File: config.mk
export PLATFORM = sky130hd
export DESIGN_NAME = timed_alpha_fade_unit
export DESIGN_NICKNAME = d
export VERILOG_FILES = /design/src/tafu_pkg.sv /design/src/tafu_ctrl.sv /design/src/tafu_dp.sv /design/src/timed_alpha_fade_unit.sv
export SDC_FILE = /design/constraint.sdc
export NUM_CORES = 1
export LEC_CHECK = 0
export BUFFER_PORTS_ARGS = -buffer_cell sky130_fd_sc_hd__buf_2
export CAP_MARGIN = 25
export CORE_ASPECT_RATIO = 0.8
export CORE_MARGIN = 8
export CORE_UTILIZATION = 56
export DETAILED_ROUTE_END_ITERATION = 7
export GPL_TIMING_DRIVEN = 1
export PLACE_DENSITY = 0.79
export SLEW_MARGIN = 20
export SYNTH_ARGS = -nofsm -noshare
export SYNTH_HDL_FRONTEND = slang
export SYNTH_SLANG_ARGS = --single-unit
File: constraint.sdc
create_clock -name clk -period 14 [get_ports clk]
set_clock_uncertainty 0.2 [all_clocks]
set_input_delay 1.4 -clock clk [delete_from_list [all_inputs] [get_ports clk]]
set_output_delay 1.4 -clock clk [all_outputs]
set_load 0.1 [all_outputs]
File: src/tafu_pkg.sv
// Shared types and constants of the timed alpha fade unit.
`default_nettype none

package tafu_pkg;

    // Default width of the internal time arithmetic.
    localparam int TIME_BITS_DEF = 32;
    // Duration held after reset, in ms.
    localparam int DURATION_RESET = 1000;
    // Width of the fields on the ports.
    localparam int IN_TIME_W = 32;
    localparam int COLOR_W = 8;
    localparam int OP_W = 2;
    // Half-steps of the scaled divider: two per bit of the 8-bit alpha span.
    localparam int DIV_STEPS = 16;
    localparam int STEP_W = $clog2(DIV_STEPS);

    // Operation codes.
    typedef enum logic [OP_W-1:0] {
        OP_TICK       = 2'd0,
        OP_FADE_IN    = 2'd1,
        OP_FADE_OUT   = 2'd2,
        OP_DEACTIVATE = 2'd3
    } op_t;

    // Controller states, one-hot.
    typedef enum logic [4:0] {
        ST_IDLE   = 5'b00001,
        ST_ELAPSE = 5'b00010,
        ST_DIVIDE = 5'b00100,
        ST_FINISH = 5'b01000,
        ST_WRITE  = 5'b10000
    } state_t;

    // Commands from controller to datapath.
    typedef struct packed {
        logic capture;
        logic elapse;
        logic div_step;
        logic finish;
        logic load_out;
    } cmd_t;

    // Status from datapath to controller.
    typedef struct packed {
        op_t  op;
        logic active;
        logic done;
        logic div_last;
        logic out_free;
    } status_t;

endpackage

`default_nettype wire

File: src/tafu_ctrl.sv
// Sequencing state machine of the timed alpha fade unit.
`default_nettype none

module tafu_ctrl
    import tafu_pkg::*;
(
    input  wire logic    clk,
    input  wire logic    rst_n,
    input  wire logic    in_valid,
    output logic         in_ready,
    input  wire status_t status,
    output cmd_t         cmd
);

    state_t state_reg;
    state_t state_next;

    // State register.
    always_ff @(posedge clk or negedge rst_n)
    begin
        if (!rst_n)
        begin
            state_reg <= ST_IDLE;
        end
        else
        begin
            state_reg <= state_next;
        end
    end

    // Next state and command decode.
    always_comb
    begin
        state_next = state_reg;
        cmd = '0;
        in_ready = 1'b0;
        case (state_reg)
            ST_IDLE:
            begin
                in_ready = 1'b1;
                if (in_valid)
                begin
                    cmd.capture = 1'b1;
                    state_next = ST_ELAPSE;
                end
            end
            ST_ELAPSE:
            begin
                cmd.elapse = 1'b1;
                if (status.op == OP_TICK && status.active)
                begin
                    state_next = ST_DIVIDE;
                end
                else
                begin
                    state_next = ST_WRITE;
                end
            end
            ST_DIVIDE:
            begin
                // A finished fade needs no quotient.
                cmd.div_step = !status.done;
                if (status.done || status.div_last)
                begin
                    state_next = ST_FINISH;
                end
            end
            ST_FINISH:
            begin
                cmd.finish = 1'b1;
                state_next = ST_WRITE;
            end
            ST_WRITE:
            begin
                if (status.out_free)
                begin
                    cmd.load_out = 1'b1;
                    state_next = ST_IDLE;
                end
            end
            default:
            begin
                state_next = ST_IDLE;
            end
        endcase
    end

endmodule

`default_nettype wire

File: src/tafu_dp.sv
// Datapath of the timed alpha fade unit: fade state, elapsed time, divider, result.
`default_nettype none

module tafu_dp
    import tafu_pkg::*;
#(
    parameter int TIME_BITS = TIME_BITS_DEF
)
(
    input  wire logic                 clk,
    input  wire logic                 rst_n,
    input  wire cmd_t                 cmd,
    output status_t                   status,
    input  wire logic [OP_W-1:0]      operation,
    input  wire logic [IN_TIME_W-1:0] time_game,
    input  wire logic [IN_TIME_W-1:0] time_system,
    input  wire logic [COLOR_W-1:0]   color_red,
    input  wire logic [COLOR_W-1:0]   color_green,
    input  wire logic [COLOR_W-1:0]   color_blue,
    input  wire logic [COLOR_W-1:0]   color_alpha,
    input  wire logic [IN_TIME_W-1:0] fade_duration,
    input  wire logic                 use_system_clock,
    input  wire logic                 out_ready,
    output logic                      out_valid,
    output logic [COLOR_W-1:0]        out_red,
    output logic [COLOR_W-1:0]        out_green,
    output logic [COLOR_W-1:0]        out_blue,
    output logic [COLOR_W-1:0]        out_alpha,
    output logic                      is_active,
    output logic                      is_ready,
    output logic                      overlay_visible
);

    // Captured input item.
    op_t                  op_reg;
    logic [IN_TIME_W-1:0] tg_reg;
    logic [IN_TIME_W-1:0] ts_reg;
    logic [COLOR_W-1:0]   red_in_reg;
    logic [COLOR_W-1:0]   green_in_reg;
    logic [COLOR_W-1:0]   blue_in_reg;
    logic [COLOR_W-1:0]   alpha_in_reg;
    logic [IN_TIME_W-1:0] dur_in_reg;
    logic                 sel_in_reg;

    // Fade state.
    logic                 active_reg;
    logic                 ready_reg;
    logic [COLOR_W-1:0]   red_reg;
    logic [COLOR_W-1:0]   green_reg;
    logic [COLOR_W-1:0]   blue_reg;
    logic [COLOR_W-1:0]   alpha_reg;
    logic [COLOR_W-1:0]   src_reg;
    logic [COLOR_W-1:0]   tgt_reg;
    logic [TIME_BITS-1:0] dur_reg;
    logic [TIME_BITS-1:0] start_reg;
    logic                 sel_reg;

    // Tick working registers.
    logic [TIME_BITS-1:0] elapsed_reg;
    logic                 done_reg;
    logic                 rising_reg;
    logic [COLOR_W-1:0]   mag_reg;
    logic [TIME_BITS-1:0] rem_reg;
    logic [COLOR_W-1:0]   quo_reg;
    logic [STEP_W-1:0]    step_reg;

    // Result register.
    logic                 out_valid_reg;
    logic [COLOR_W-1:0]   out_red_reg;
    logic [COLOR_W-1:0]   out_green_reg;
    logic [COLOR_W-1:0]   out_blue_reg;
    logic [COLOR_W-1:0]   out_alpha_reg;
    logic                 out_active_reg;
    logic                 out_ready_flag_reg;
    logic                 out_overlay_reg;

    logic [TIME_BITS-1:0] now_ext;
    logic [TIME_BITS-1:0] elapsed_calc;
    logic                 mbit;
    logic                 apply;
    logic [TIME_BITS:0]   sum;
    logic                 sum_ge;
    logic [COLOR_W-1:0]   quo_base;
    logic [COLOR_W-1:0]   quo_adj;
    logic [COLOR_W-1:0]   alpha_calc;

    // Elapsed time on the selected clock, modulo the time width.
    assign now_ext = sel_reg ? TIME_BITS'(ts_reg) : TIME_BITS'(tg_reg);
    assign elapsed_calc = now_ext - start_reg;

    // One half-step of the scaled divider: even steps double, odd steps add elapsed.
    assign mbit = mag_reg[3'd7 - step_reg[STEP_W-1:1]];
    assign apply = !step_reg[0] || mbit;
    assign sum = step_reg[0] ? ({1'b0, rem_reg} + {1'b0, elapsed_reg}) : {rem_reg, 1'b0};
    assign sum_ge = sum >= {1'b0, dur_reg};
    assign quo_base = step_reg[0] ? quo_reg : {quo_reg[COLOR_W-2:0], 1'b0};

    // Falling fades round the quotient up before the subtraction.
    assign quo_adj = quo_reg + COLOR_W'(!rising_reg && rem_reg != '0);
    assign alpha_calc = done_reg ? tgt_reg :
                        (rising_reg ? (src_reg + quo_reg) : (src_reg - quo_adj));

    // Capture of the accepted item.
    always_ff @(posedge clk)
    begin
        if (cmd.capture)
        begin
            op_reg       <= op_t'(operation);
            tg_reg       <= time_game;
            ts_reg       <= time_system;
            red_in_reg   <= color_red;
            green_in_reg <= color_green;
            blue_in_reg  <= color_blue;
            alpha_in_reg <= color_alpha;
            dur_in_reg   <= fade_duration;
            sel_in_reg   <= use_system_clock;
        end
    end

    // Fade state updates.
    always_ff @(posedge clk or negedge rst_n)
    begin
        if (!rst_n)
        begin
            active_reg <= 1'b0;
            ready_reg  <= 1'b0;
            red_reg    <= '0;
            green_reg  <= '0;
            blue_reg   <= '0;
            alpha_reg  <= '0;
            src_reg    <= '0;
            tgt_reg    <= '0;
            dur_reg    <= TIME_BITS'(DURATION_RESET);
            start_reg  <= '0;
            sel_reg    <= 1'b0;
        end
        else if (cmd.elapse)
        begin
            case (op_reg)
                OP_FADE_IN, OP_FADE_OUT:
                begin
                    ready_reg  <= 1'b0;
                    active_reg <= 1'b1;
                    red_reg    <= red_in_reg;
                    green_reg  <= green_in_reg;
                    blue_reg   <= blue_in_reg;
                    if (op_reg == OP_FADE_IN)
                    begin
                        src_reg <= alpha_in_reg;
                        tgt_reg <= '0;
                    end
                    else
                    begin
                        src_reg <= alpha_reg;
                        tgt_reg <= alpha_in_reg;
                    end
                    dur_reg   <= TIME_BITS'(dur_in_reg);
                    sel_reg   <= sel_in_reg;
                    start_reg <= sel_in_reg ? TIME_BITS'(ts_reg) : TIME_BITS'(tg_reg);
                end
                OP_DEACTIVATE:
                begin
                    active_reg <= 1'b0;
                    ready_reg  <= 1'b1;
                end
                default:
                begin
                    // An update tick changes nothing here.
                end
            endcase
        end
        else if (cmd.finish)
        begin
            alpha_reg <= alpha_calc;
            ready_reg <= done_reg;
            if (done_reg && alpha_calc == '0)
            begin
                active_reg <= 1'b0;
            end
        end
    end

    // Elapsed time, completion and divider operands for an update tick.
    always_ff @(posedge clk)
    begin
        if (cmd.elapse)
        begin
            elapsed_reg <= elapsed_calc;
            done_reg    <= elapsed_calc >= dur_reg;
            rising_reg  <= tgt_reg >= src_reg;
            mag_reg     <= (tgt_reg >= src_reg) ? (tgt_reg - src_reg) : (src_reg - tgt_reg);
            rem_reg     <= '0;
            quo_reg     <= '0;
            step_reg    <= '0;
        end
        else if (cmd.div_step)
        begin
            step_reg <= step_reg + STEP_W'(1);
            if (apply)
            begin
                if (sum_ge)
                begin
                    rem_reg <= TIME_BITS'(sum - {1'b0, dur_reg});
                    quo_reg <= quo_base + COLOR_W'(1);
                end
                else
                begin
                    rem_reg <= TIME_BITS'(sum);
                    quo_reg <= quo_base;
                end
            end
        end
    end

    // Result register valid flag.
    always_ff @(posedge clk or negedge rst_n)
    begin
        if (!rst_n)
        begin
            out_valid_reg <= 1'b0;
        end
        else if (cmd.load_out)
        begin
            out_valid_reg <= 1'b1;
        end
        else if (out_ready)
        begin
            out_valid_reg <= 1'b0;
        end
    end

    // Result payload.
    always_ff @(posedge clk)
    begin
        if (cmd.load_out)
        begin
            out_red_reg        <= red_reg;
            out_green_reg      <= green_reg;
            out_blue_reg       <= blue_reg;
            out_alpha_reg      <= alpha_reg;
            out_active_reg     <= active_reg;
            out_ready_flag_reg <= ready_reg;
            out_overlay_reg    <= active_reg && alpha_reg != '0;
        end
    end

    // Status to the controller.
    always_comb
    begin
        status.op       = op_reg;
        status.active   = active_reg;
        status.done     = done_reg;
        status.div_last = step_reg == STEP_W'(DIV_STEPS - 1);
        status.out_free = !out_valid_reg || out_ready;
    end

    assign out_valid       = out_valid_reg;
    assign out_red         = out_red_reg;
    assign out_green       = out_green_reg;
    assign out_blue        = out_blue_reg;
    assign out_alpha       = out_alpha_reg;
    assign is_active       = out_active_reg;
    assign is_ready        = out_ready_flag_reg;
    assign overlay_visible = out_overlay_reg;

endmodule

`default_nettype wire

File: src/timed_alpha_fade_unit.sv
// Timed alpha fade unit: streams operations in, fade state reports out.
//
// Input transfers carry one operation in s_axis_tuser (update tick, fade in,
// fade out, deactivate) and the times, colour and duration in s_axis_tdata.
// Every input transfer produces exactly one output transfer on m_axis with
// the colour, alpha and flags as they stand after that operation.
// Fade and deactivate operations, and ticks of an inactive unit, form their
// new state and then load the output. An update tick of an active fade forms
// the elapsed time, runs sixteen half-steps of the bit-serial scaled divider
// (two per bit of the alpha span), forms the alpha and then loads the output.
// A tick whose duration has already passed skips the divider steps and goes
// straight on to form the alpha.
// One operation is processed at a time, so s_axis_tready is low from the
// transfer until the result is loaded; the next operation can be taken in the
// cycle after the load, while that result may still wait on m_axis.
// When the receiver stalls, the result holds in the output register and the
// unit stops before loading the following result.
// Reset clears the fade (inactive, alpha 0, duration 1000 ms) and empties the
// output register.
`default_nettype none

module timed_alpha_fade_unit
    import tafu_pkg::*;
#(
    parameter int TIME_BITS = TIME_BITS_DEF
)
(
    input  wire logic         clk,
    input  wire logic         rst_n,
    input  wire logic         s_axis_tvalid,
    output logic              s_axis_tready,
    // [31:0] time_game, [63:32] time_system, [71:64] color_red,
    // [79:72] color_green, [87:80] color_blue, [95:88] color_alpha,
    // [127:96] fade_duration, [128] use_system_clock, rest zero.
    input  wire logic [135:0] s_axis_tdata,
    // [1:0] operation.
    input  wire logic [1:0]   s_axis_tuser,
    output logic              m_axis_tvalid,
    input  wire logic         m_axis_tready,
    // [7:0] out_red, [15:8] out_green, [23:16] out_blue, [31:24] out_alpha,
    // [32] is_active, [33] is_ready, [34] overlay_visible, rest zero.
    output logic [39:0]       m_axis_tdata
);

    cmd_t    cmd;
    status_t status;

    logic [COLOR_W-1:0] out_red;
    logic [COLOR_W-1:0] out_green;
    logic [COLOR_W-1:0] out_blue;
    logic [COLOR_W-1:0] out_alpha;
    logic               is_active;
    logic               is_ready;
    logic               overlay_visible;

    // Sequencer.
    tafu_ctrl u_ctrl (
        .clk      (clk),
        .rst_n    (rst_n),
        .in_valid (s_axis_tvalid),
        .in_ready (s_axis_tready),
        .status   (status),
        .cmd      (cmd)
    );

    // Datapath with the fade state and the result register.
    tafu_dp #(
        .TIME_BITS (TIME_BITS)
    ) u_dp (
        .clk              (clk),
        .rst_n            (rst_n),
        .cmd              (cmd),
        .status           (status),
        .operation        (s_axis_tuser),
        .time_game        (s_axis_tdata[31:0]),
        .time_system      (s_axis_tdata[63:32]),
        .color_red        (s_axis_tdata[71:64]),
        .color_green      (s_axis_tdata[79:72]),
        .color_blue       (s_axis_tdata[87:80]),
        .color_alpha      (s_axis_tdata[95:88]),
        .fade_duration    (s_axis_tdata[127:96]),
        .use_system_clock (s_axis_tdata[128]),
        .out_ready        (m_axis_tready),
        .out_valid        (m_axis_tvalid),
        .out_red          (out_red),
        .out_green        (out_green),
        .out_blue         (out_blue),
        .out_alpha        (out_alpha),
        .is_active        (is_active),
        .is_ready         (is_ready),
        .overlay_visible  (overlay_visible)
    );

    // Pack the result fields.
    assign m_axis_tdata = {5'b0, overlay_visible, is_ready, is_active,
                           out_alpha, out_blue, out_green, out_red};

endmodule

`default_nettype wire

Word-level counts from Yosys, hierarchy flattened. Index checks and enable logic that the tools add are counted. W data, S select, Z words.

Output and inout port bits: 42. Input bits: 142. Logic and storage cells: 125. Flip-flop bits (word level): 373.

Reductions and logical operators: 25. Muxes and demuxes: 35. Magnitude comparators: 4. Eq/ne operators: 13. Bitwise operators: 1. Add/sub/neg operators: 11.

Operators by type and width (number): $mux W32 (3); $sub A32 B32 Y32 (2); $mux W8 (7); $add A32 B32 Y33 (1); $ge A33 B32 Y1 (1); $mux W33 (1); $ge A32 B32 Y1 (1); $reduce_bool A32 Y1 (1); $pmux W5 S5 (1); $sub A8 B8 Y8 (3); $mux W5 (4); $mux W1 (16); $add A8 B1 Y8 (1); $add A8 B1 Y8 const B (1); $add A8 B8 Y8 (1); $ge A8 B8 Y1 (1); $logic_not A8 Y1 (1); $reduce_and A2 Y1 (4); $reduce_bool A8 Y1 (1); $reduce_and A3 Y1 (2); $reduce_bool A2 Y1 (3); $eq A5 B1 Y1 const B (1); $eq A5 B2 Y1 const B (1); $eq A5 B3 Y1 const B (1); other kinds (19) (30).

Longest topological paths before layout. Gate-level depths: netlist (run 1).

Word-level depth: 11. Depth in mapped cells: 25. Depth with buffers taken out: 23.

By module. A second synthesis (run 1) with hierarchy kept.

Cells, all modules: 2103. Area total of the unflattened synthesis: 21580.7 sq um.

Modules (own cells, without submodules): tafu_dp (area an instance 21194.1 sq um, sequential area each 10037.1 sq um, times used 1, cells each 2057); tafu_ctrl (area an instance 322.8 sq um, sequential area each 126.4 sq um, times used 1, cells each 37); timed_alpha_fade_unit (area an instance 63.8 sq um, sequential area each 0.0 sq um, times used 1, cells each 9).

Worst setup path before layout (run 1). OpenSTA, ideal clock, no wires.

Path kind: reg2reg. Start: register u_dp.sel_reg. End: register u_dp.done_reg (data pin). Stages on the path, launching flop included: 26. Library setup time: 0.272 ns. Period minus slack after synthesis: 5.251 ns. Data arrival time: 4.779 ns. Setup slack: 8.749 ns. Data required time: 13.528 ns. Buffers on the path: 2. Cells stage by stage: dfrtp_1 -> clkbuf_1 -> clkbuf_1 -> mux2i_1 -> ha_1 -> inv_1 -> fa_1 -> a211oi_2 -> o21ai_1 -> a311oi_2 -> a211oi_1 -> a311oi_1 -> o21ai_1 -> a31oi_2 -> nor3_1 -> a311o_1 -> ha_1 -> a21o_1 -> a21oi_1 -> nor2b_1 -> o21ai_0 -> nand2b_1 -> a21oi_1 -> nor2b_1 -> o21ai_0 -> o2111ai_1.

Word-level cells in the longest chain between the ends: 3.

RTL lines: start, declared (line tafu_dp.sv:56) `logic sel_reg;`; start signal, assigned (line tafu_dp.sv:158) `sel_reg <= sel_in_reg;`; $mux W32 (line tafu_dp.sv:88) `assign now_ext = sel_reg ? TIME_BITS'(ts_reg) : TIME_BITS'(tg_reg);`; $sub A32 B32 Y32 (line tafu_dp.sv:89) `assign elapsed_calc = now_ext - start_reg;`; via u_dp.elapsed_calc[24] (line tafu_dp.sv:78) `logic [TIME_BITS-1:0] elapsed_calc;`; $ge A32 B32 Y1 (line tafu_dp.sv:189) `done_reg <= elapsed_calc >= dur_reg;`; end signal, assigned (line tafu_dp.sv:189); end, declared (line tafu_dp.sv:60) `logic done_reg;`.

The timed path passes the listed nets, and every way through them passes these cells. A chain may end at the register's enable or synchronous reset.

Final worst setup path (run 1). Ends and elaborated chain as after synthesis.

==> metrics.txt, run 1 <==
number of cells on the worst reg-to-reg path=24; adder-cell share of the synthesized area=10.4%; Die Wd=235 um; Crit path buffers/inverters=2; first-pass GRT wire length=approximately 84000 um; Worst setup startpoint=u_dp.sel_reg; Placed Area=approximately 23000 um^2; 1st-pass router iterations=6; final instance area=~24000 um^2; Post-DP HPWL=~38000 um; hold path startpoint=u_dp.green_reg[6]; Post-Route WL=around 52000 um; Primary FF master, synth=edfxtp_1; Critical Path Max Stage Delay=between 0.4 and 0.5 ns; clk buf depth=3; compound-cell area share of the yosys netlist=about 16%; worst hold margin=roughly 0.24 ns; peak supply drop=approximately 0.19 mV; Final Setup Violations=0; slowest CP cell=a311oi_1; Endpoint, Worst Hold=u_dp.out_green[6]; die area=between 40000 and 50000 um^2; P per Cell Area=~260 nW/um^2; number of distinct library cells after synthesis=slightly below 100; Achievable Freq=around 160 MHz; RSZ-0062 raised after global routing=false; CP top delay family=compound AO/OA/AOI/OAI gates; Post-Syn Instances=2013; crit share post-route=between 40% and 50%; Synth Warn #=0; drc violations=0; nets=around 2500; post-synthesis mux area share=under 10%; TritonCTS buffer count=38; hold depth=0; post-route minimum period=6.25 ns; Yosys top cell by area=edfxtp_1; asr flop ratio synth=around 32%; crit path kind=flip-flop to flip-flop; post-route ant nets=0; cell area after synthesis=~22000 um^2; I/O pins=about 180; FF-to-FF setup slack=roughly 7.8 ns; largest family of logic cells by synthesized area=compound AO/OA/AOI/OAI gates; H-tree depth reported by CTS=2; Worst EP required=roughly 14 ns; xor and xnor fraction of the mapped netlist area=~3.4%; starting density of the core=between 50 and 60%; CP cell instances=buf_4 > mux2i_1 > ha_1 > inv_1 > fa_1 > a211oi_2 > o21ai_1 > a311oi_2 > a211oi_1 > a311oi_1 > o21ai_1 > a31oi_2 > nor3_1 > a311o_1 > ha_1 > a21o_1 > a21oi_1 > nor2b_1 > o21ai_0 > nand2b_1 > a21oi_1 > nor2b_1 > o21ai_0 > o2111ai_1; WL per Instance=between 15 and 20 um; Setup Buffers After CTS=0; setup_tns=0 ns; GPL Wtd Cong=0.922; clk root buf=clkbuf_16; #FFs+latches synth=between 300 and 400; post_cts resized=0; count of final hold-check violations=0; total power=approximately 6300 uW; commonest non-fill, non-tap cell in the layout=edfxtp_1; Crit Path Max Fanout=33; Die Span Y=191 um; hold crit path type=flip-flop to flip-flop; top post-synthesis cells by area=edfxtp_1 29%, dfrtp_1 13%, ha_1 9.6%; Worst Max-Slew Pin Slew=slightly above 0.9 ns; CP Capture Type=flip-flop; most frequent cells in the layout=208 x edfxtp_1, 170 x buf_2, 166 x ha_1, 164 x nand2_1, 142 x a21oi_1; maxcap violations=0; relative slew slack=around 38%; simple-gate share of the synthesized area=between 10% and 20%; share of cells above drive strength 1=between 10% and 20%; Post-synth EDFFs=approximately 210; Hold-fix buffers, CTS=0; WP data arrival=about 6.3 ns; Layout area overhead=12.2%; share of the synthesized area in the top cell type=29.0%; sequential area share after synthesis=47.2%; Worst Setup Start Kind=flip-flop; vias per inst=between 5 and 6; Via Count=between 15000 and 20000; via count of the first global-routing pass=around 16000; largest net degree at the start of global routing=91; status=finished, final reports clean; row cnt=64; initial antenna violation count=1; CTS clk-pin slew, worst paths=around 0.06 ns; Leak=roughly 0.011 uW; worst-skew pair later-pin latency=0.56 ns; r2r endpoint=u_dp.done_reg; critical register-to-register path startpoint=u_dp.sel_reg; TritonCTS clock tree=built; gr ovfl total=0; core region area=38000 um^2; First DRT Iteration DRCs=around 1400; Mapped Avg Cell Area=~11 um^2; Finished Core Util=approximately 64%; number of port buffers=171; diode count=0; Tot GR Track Use=between 20% and 30%; clk sink count=~370; Pins Over Slew Limit=0
cells in the mapped netlist, drive strengths merged, types with 6 or more instances:
cell	n
nor4	20
nor2b	16
o21bai	20
and4	6
or2	6
nor3	35
nor2	110
o311ai	6
o211ai	17
xnor2	51
fa	8
nand3	30
nand3b	6
dfstp	7
nand4	22
dfrtp	114
clkbuf	54
nand2b	25
nand2	166
a21o	61
a211oi	24
ha	166
buf	22
mux2	105
a211o	6
dfxtp	44
and3	8
a31oi	16
xor2	32
o21ai	145
mux2i	62
and2	7
edfxtp	208
inv	133
a21oi	144
o21a	25
or3	14
layout make-up:
cell class	instances	area, um^2
fillers	2880	13900
multi-input cells	1434	10500
flip-flops and latches	373	10200
clock buffers	46	1030
repair buffers	186	991
well taps	495	619
inverters	133	499
clock inverters	23	315
report_power, final:
part / switching [uW] / internal (uW)
logic: 2050 / 1350
registers: 201 / 1600
clock network: 448 / 645
total: 2700 / 3590
metal layers:
layer	part of all wire, %	global-route usage [%]
met4	2.0	5.90
met1	45	32.0
met3	7.3	3.60
met2	46	36.5
met5	0.023	0
logic make-up (layout without fill, tap and decap cells):
kind of cell | count (synthesis) | after routing
xor+xnor | 83 | 83
other cells | 1 | 5
flops | 373 | 373
mux | 169 | 169
simple gates | 487 | 487
buf+inv | 210 | 388
compound gates | 516 | 516
fa+ha+maj | 174 | 174
per-stage QoR:
step | setup WS (ns) | std cells
after floorplan | 8.75 | 2017
after global placement | 7.96 | 2620
after detailed placement | 7.82 | 2620
after CTS | 7.74 | 2689
after global routing | 7.45 | 2690
final | 7.75 | 2690
how the worst max path moves through the flow:
stage	endpoint	slack (ns)	cells past startpoint
global route	u_dp.done_reg	7.45	24
floorplan	u_dp.done_reg	8.75	25
global placement	u_dp.done_reg	7.96	24
finish	u_dp.done_reg	7.75	24
CTS	u_dp.done_reg	7.74	24
detailed placement	u_dp.done_reg	7.82	24
worst register-to-register path, delay by kind of cell (launching register included):
family	cells	cell delay [ns]
flops	1	0.33
buf+inv	2	0.45
compound gates	14	3.53
simple gates	4	0.29
mux	1	0.30
fa+ha+maj	3	0.82
(Power assumes the default switching activity.)
==> inputs of run 2 (changes only) <==
Settings changed: CORE_UTILIZATION 56 to 55, PLACE_DENSITY 0.79 to 0.8.
Clock period 14 ns to 5.2 ns, I/O delays scaled along.
==> metrics.txt, run 2 (synthesis gave the netlist of run 1 again) <==
Net Sw Power=7790 uW (was 2700 uW); worst-skew pair later-pin latency=0.55 ns (was 0.56 ns); clk root buf=clkbuf_16 (unchanged); via count of the first global-routing pass=17300 (was 16000); H-tree depth reported by CTS=2 (unchanged); WP data arrival=5.45 ns (was 6.27 ns); Via Count=17300 (was 16100); slowest CP cell=edfxtp_1 (was a311oi_1); Placed Area=23400 um^2 (was 22800 um^2); relative slew slack=35.4% (was 37.7%); total power=18200 uW (was 6290 uW); Die Span Y=193 um (was 191 um); Worst EP required=5.47 ns (was 14.02 ns); hold path startpoint=m_axis_tready (was u_dp.green_reg[6]); initial antenna violation count=1 (unchanged); internal power=10400 uW (was 3590 uW); maxcap violations=0 (unchanged); Crit path buffers/inverters=1 (was 2); largest net degree at the start of global routing=125 (was 91); post-route minimum period=5.17 ns (was 6.25 ns); Reg area=10200 um^2 (about the same); sequential power share=27.0% (was 28.6%); clock power share=15.7% (was 17.4%); Final Setup Violations=0 (unchanged); Worst Setup Start Kind=flip-flop (unchanged); 1st-pass router iterations=6 (unchanged); first-pass GRT wire length=92000 um (was 84200 um); P per Cell Area=683 nW/um^2 (was 260 nW/um^2); final cell count without fillers=2920 (was 2690); Pins Over Slew Limit=0 (unchanged); TritonCTS clock tree=built (unchanged); First DRT Iteration DRCs=1539 (was 1390); Critical Path Max Stage Delay=0.43 ns (was 0.48 ns); Layout area overhead=23.6% (was 12.2%); vias per inst=5.92 (was 5.99); most frequent cells in the layout=208 x edfxtp_1, 170 x buf_2, 162 x nand2_1, 154 x ha_1, 133 x dlygate4sd3_1 (was 208 x edfxtp_1, 170 x buf_2, 166 x ha_1, 164 x nand2_1, 142 x a21oi_1); Worst Max-Slew Pin Slew=0.969 ns (was 0.935 ns); CP dominant cell by count=a21oi_2; M1 wire length=25600 um (was 23600 um); number of port buffers=171 (unchanged); crit path kind=flip-flop to flip-flop (unchanged); die area=45800 um^2 (was 45000 um^2); clk sink count=373 (unchanged); CTS clk-pin slew, worst paths=0.07 ns (was 0.06 ns); peak supply drop=0.376 mV (was 0.191 mV); WL per Instance=20.5 um (was 19.5 um); Post-DP HPWL=39600 um (was 38400 um); hold crit path type=input pin to flip-flop (was flip-flop to flip-flop); Combinational Power Share=57.3% (was 54.0%); Crit Path Max Fanout=15 (was 33); I/O pins=184 (unchanged); footprint of the multi-input gates=10900 um^2 (was 10500 um^2); CP top delay family=compound AO/OA/AOI/OAI gates (unchanged); worst hold margin=0.118 ns (was 0.240 ns); CP Capture Type=flip-flop (unchanged); Fillers=2704 (was 2880); dpl cells=2702 (was 2620); status=finished, final reports clean (unchanged); gr ovfl total=0 (unchanged); starting density of the core=55.2% (was 56.6%); crit share post-route=99.5% (was 44.6%); core region area=39000 um^2 (was 38000 um^2); clk buf depth=3 (unchanged); Achievable Freq=193 MHz (was 160 MHz); nets=2704 (was 2482); WL met3=4210 um (was 3850 um); Tot GR Track Use=24.9% (was 22.7%); GPL Wtd Cong=0.965 (was 0.922); post-route ant nets=0 (unchanged); final instance area=26600 um^2 (was 24200 um^2); critical register-to-register path startpoint=u_dp.elapsed_reg[0] (was u_dp.sel_reg); TritonCTS buffer count=38 (unchanged); Max Used Layer=met4 (was met5); Post-Route WL=59700 um (was 52400 um); row cnt=65 (was 64); drc violations=0 (unchanged); met2 wire length=28600 um (was 23900 um); Die Wd=237 um (was 235 um); share of cells above drive strength 1=22.7% (was 18.1%); Sw Share=42.9% (about the same); Worst setup startpoint=u_dp.elapsed_reg[0] (was u_dp.sel_reg); RSZ-0062 raised after global routing=true (was false); commonest non-fill, non-tap cell in the layout=edfxtp_1 (unchanged); count of final hold-check violations=0 (unchanged); CP cell instances=ha_4 > fa_2 > a21oi_2 > o21a_2 > a2111o_1 > nand2_2 > a21o_1 > a21oi_2 > xnor2_1 > mux2_4 > ha_4 > and4_4 > nand3_4 > o211ai_1 > nor3b_4 > o211a_4 > bufbuf_16 > or3b_1 > a21oi_2 (was buf_4 > mux2i_1 > ha_1 > inv_1 > fa_1 > a211oi_2 > o21ai_1 > a311oi_2 > a211oi_1 > a311oi_1 > o21ai_1 > a31oi_2 > nor3_1 > a311o_1 > ha_1 > a21o_1 > a21oi_1 > nor2b_1 > o21ai_0 > nand2b_1 > a21oi_1 > nor2b_1 > o21ai_0 > o2111ai_1); Leak=0.0116 uW (was 0.0105 uW)
## run 2: final timing paths
kind / to / slack, ns / depth (start not counted)
setup / recovery: u_dp.rem_reg[24] / 0.03 / 19
hold / removal: u_dp.out_valid / 0.12 / 3
setup reg to reg: u_dp.rem_reg[24] / 0.03 / 19
hold reg to reg: u_dp.out_green[3] / 0.25 / 0
max in group asynchronous: u_dp.src_reg[5] / 3.34 / 3
min in group asynchronous: u_dp.start_reg[13] / 0.32 / 2
## run 2: stage by stage
step	setup slack [ns]	util, %	TNS (ns)
4_1_cts	0.00939	66.9	0
2_1_floorplan	0.0737	-	0
3_3_place_gp	-0.00569	60.0	-0.00569
6_report	0.0285	68.2	0
5_1_grt	-0.138	68.2	-0.760
3_5_place_dp	-0.153	60.0	-0.968
## run 2: metal layers
layer	vias to the layer above	global-route usage, %
met5	-	0
met4	0	6.98
met3	107	3.69
met2	708	42.1
met1	8387	33.5
li1	8087	-
## run 2: worst reg2reg max path, stage by stage (launching register included)
cell       delay [ns]
edfxtp_1         0.43
ha_4             0.19
fa_2             0.36
a21oi_2          0.19
o21a_2           0.23
a2111o_1         0.27
nand2_2          0.13
a21o_1           0.23
a21oi_2          0.18
xnor2_1          0.10
mux2_4           0.30
ha_4             0.29
and4_4           0.25
nand3_4          0.09
o211ai_1         0.42
nor3b_4          0.13
o211a_4          0.33
bufbuf_16        0.30
or3b_1           0.39
a21oi_2          0.11
## run 2: area by class of cell
| cell class | count | share of cell area [%] |
|---|---|---|
| clock buffer | 47 | 3.74 |
| timing repair buffer | 408 | 11.6 |
| sequential | 373 | 38.2 |
| inverter | 133 | 1.88 |
| tap | 502 | 2.36 |
| multi-input combinational | 1434 | 41.1 |
| antenna | 1 | 0.00940 |
| clock inverter | 22 | 1.02 |
## run 2: repair_timing
| action | 4_1_cts | 5_1_grt |
|---|---|---|
| setup buffers | 2 | 11 |
| gates cloned | 1 | 1 |
| endpoints found under the hold margin | 176 | 0 |
| resized for setup | 10 | 88 |
| hold buffers | 133 | 0 |
| setup endpoints to repair | 25 | 40 |
| pin swaps | 6 | 42 |
## run 2: power groups by stage
stage	sequential (uW)	clock [uW]	combinational [uW]
after global placement	4840	0	9050
after floorplan	4840	0	6690
after global routing	4980	2980	11300
after detailed placement	4900	0	9380
after CTS	4840	2860	9680
final	4910	2850	10400
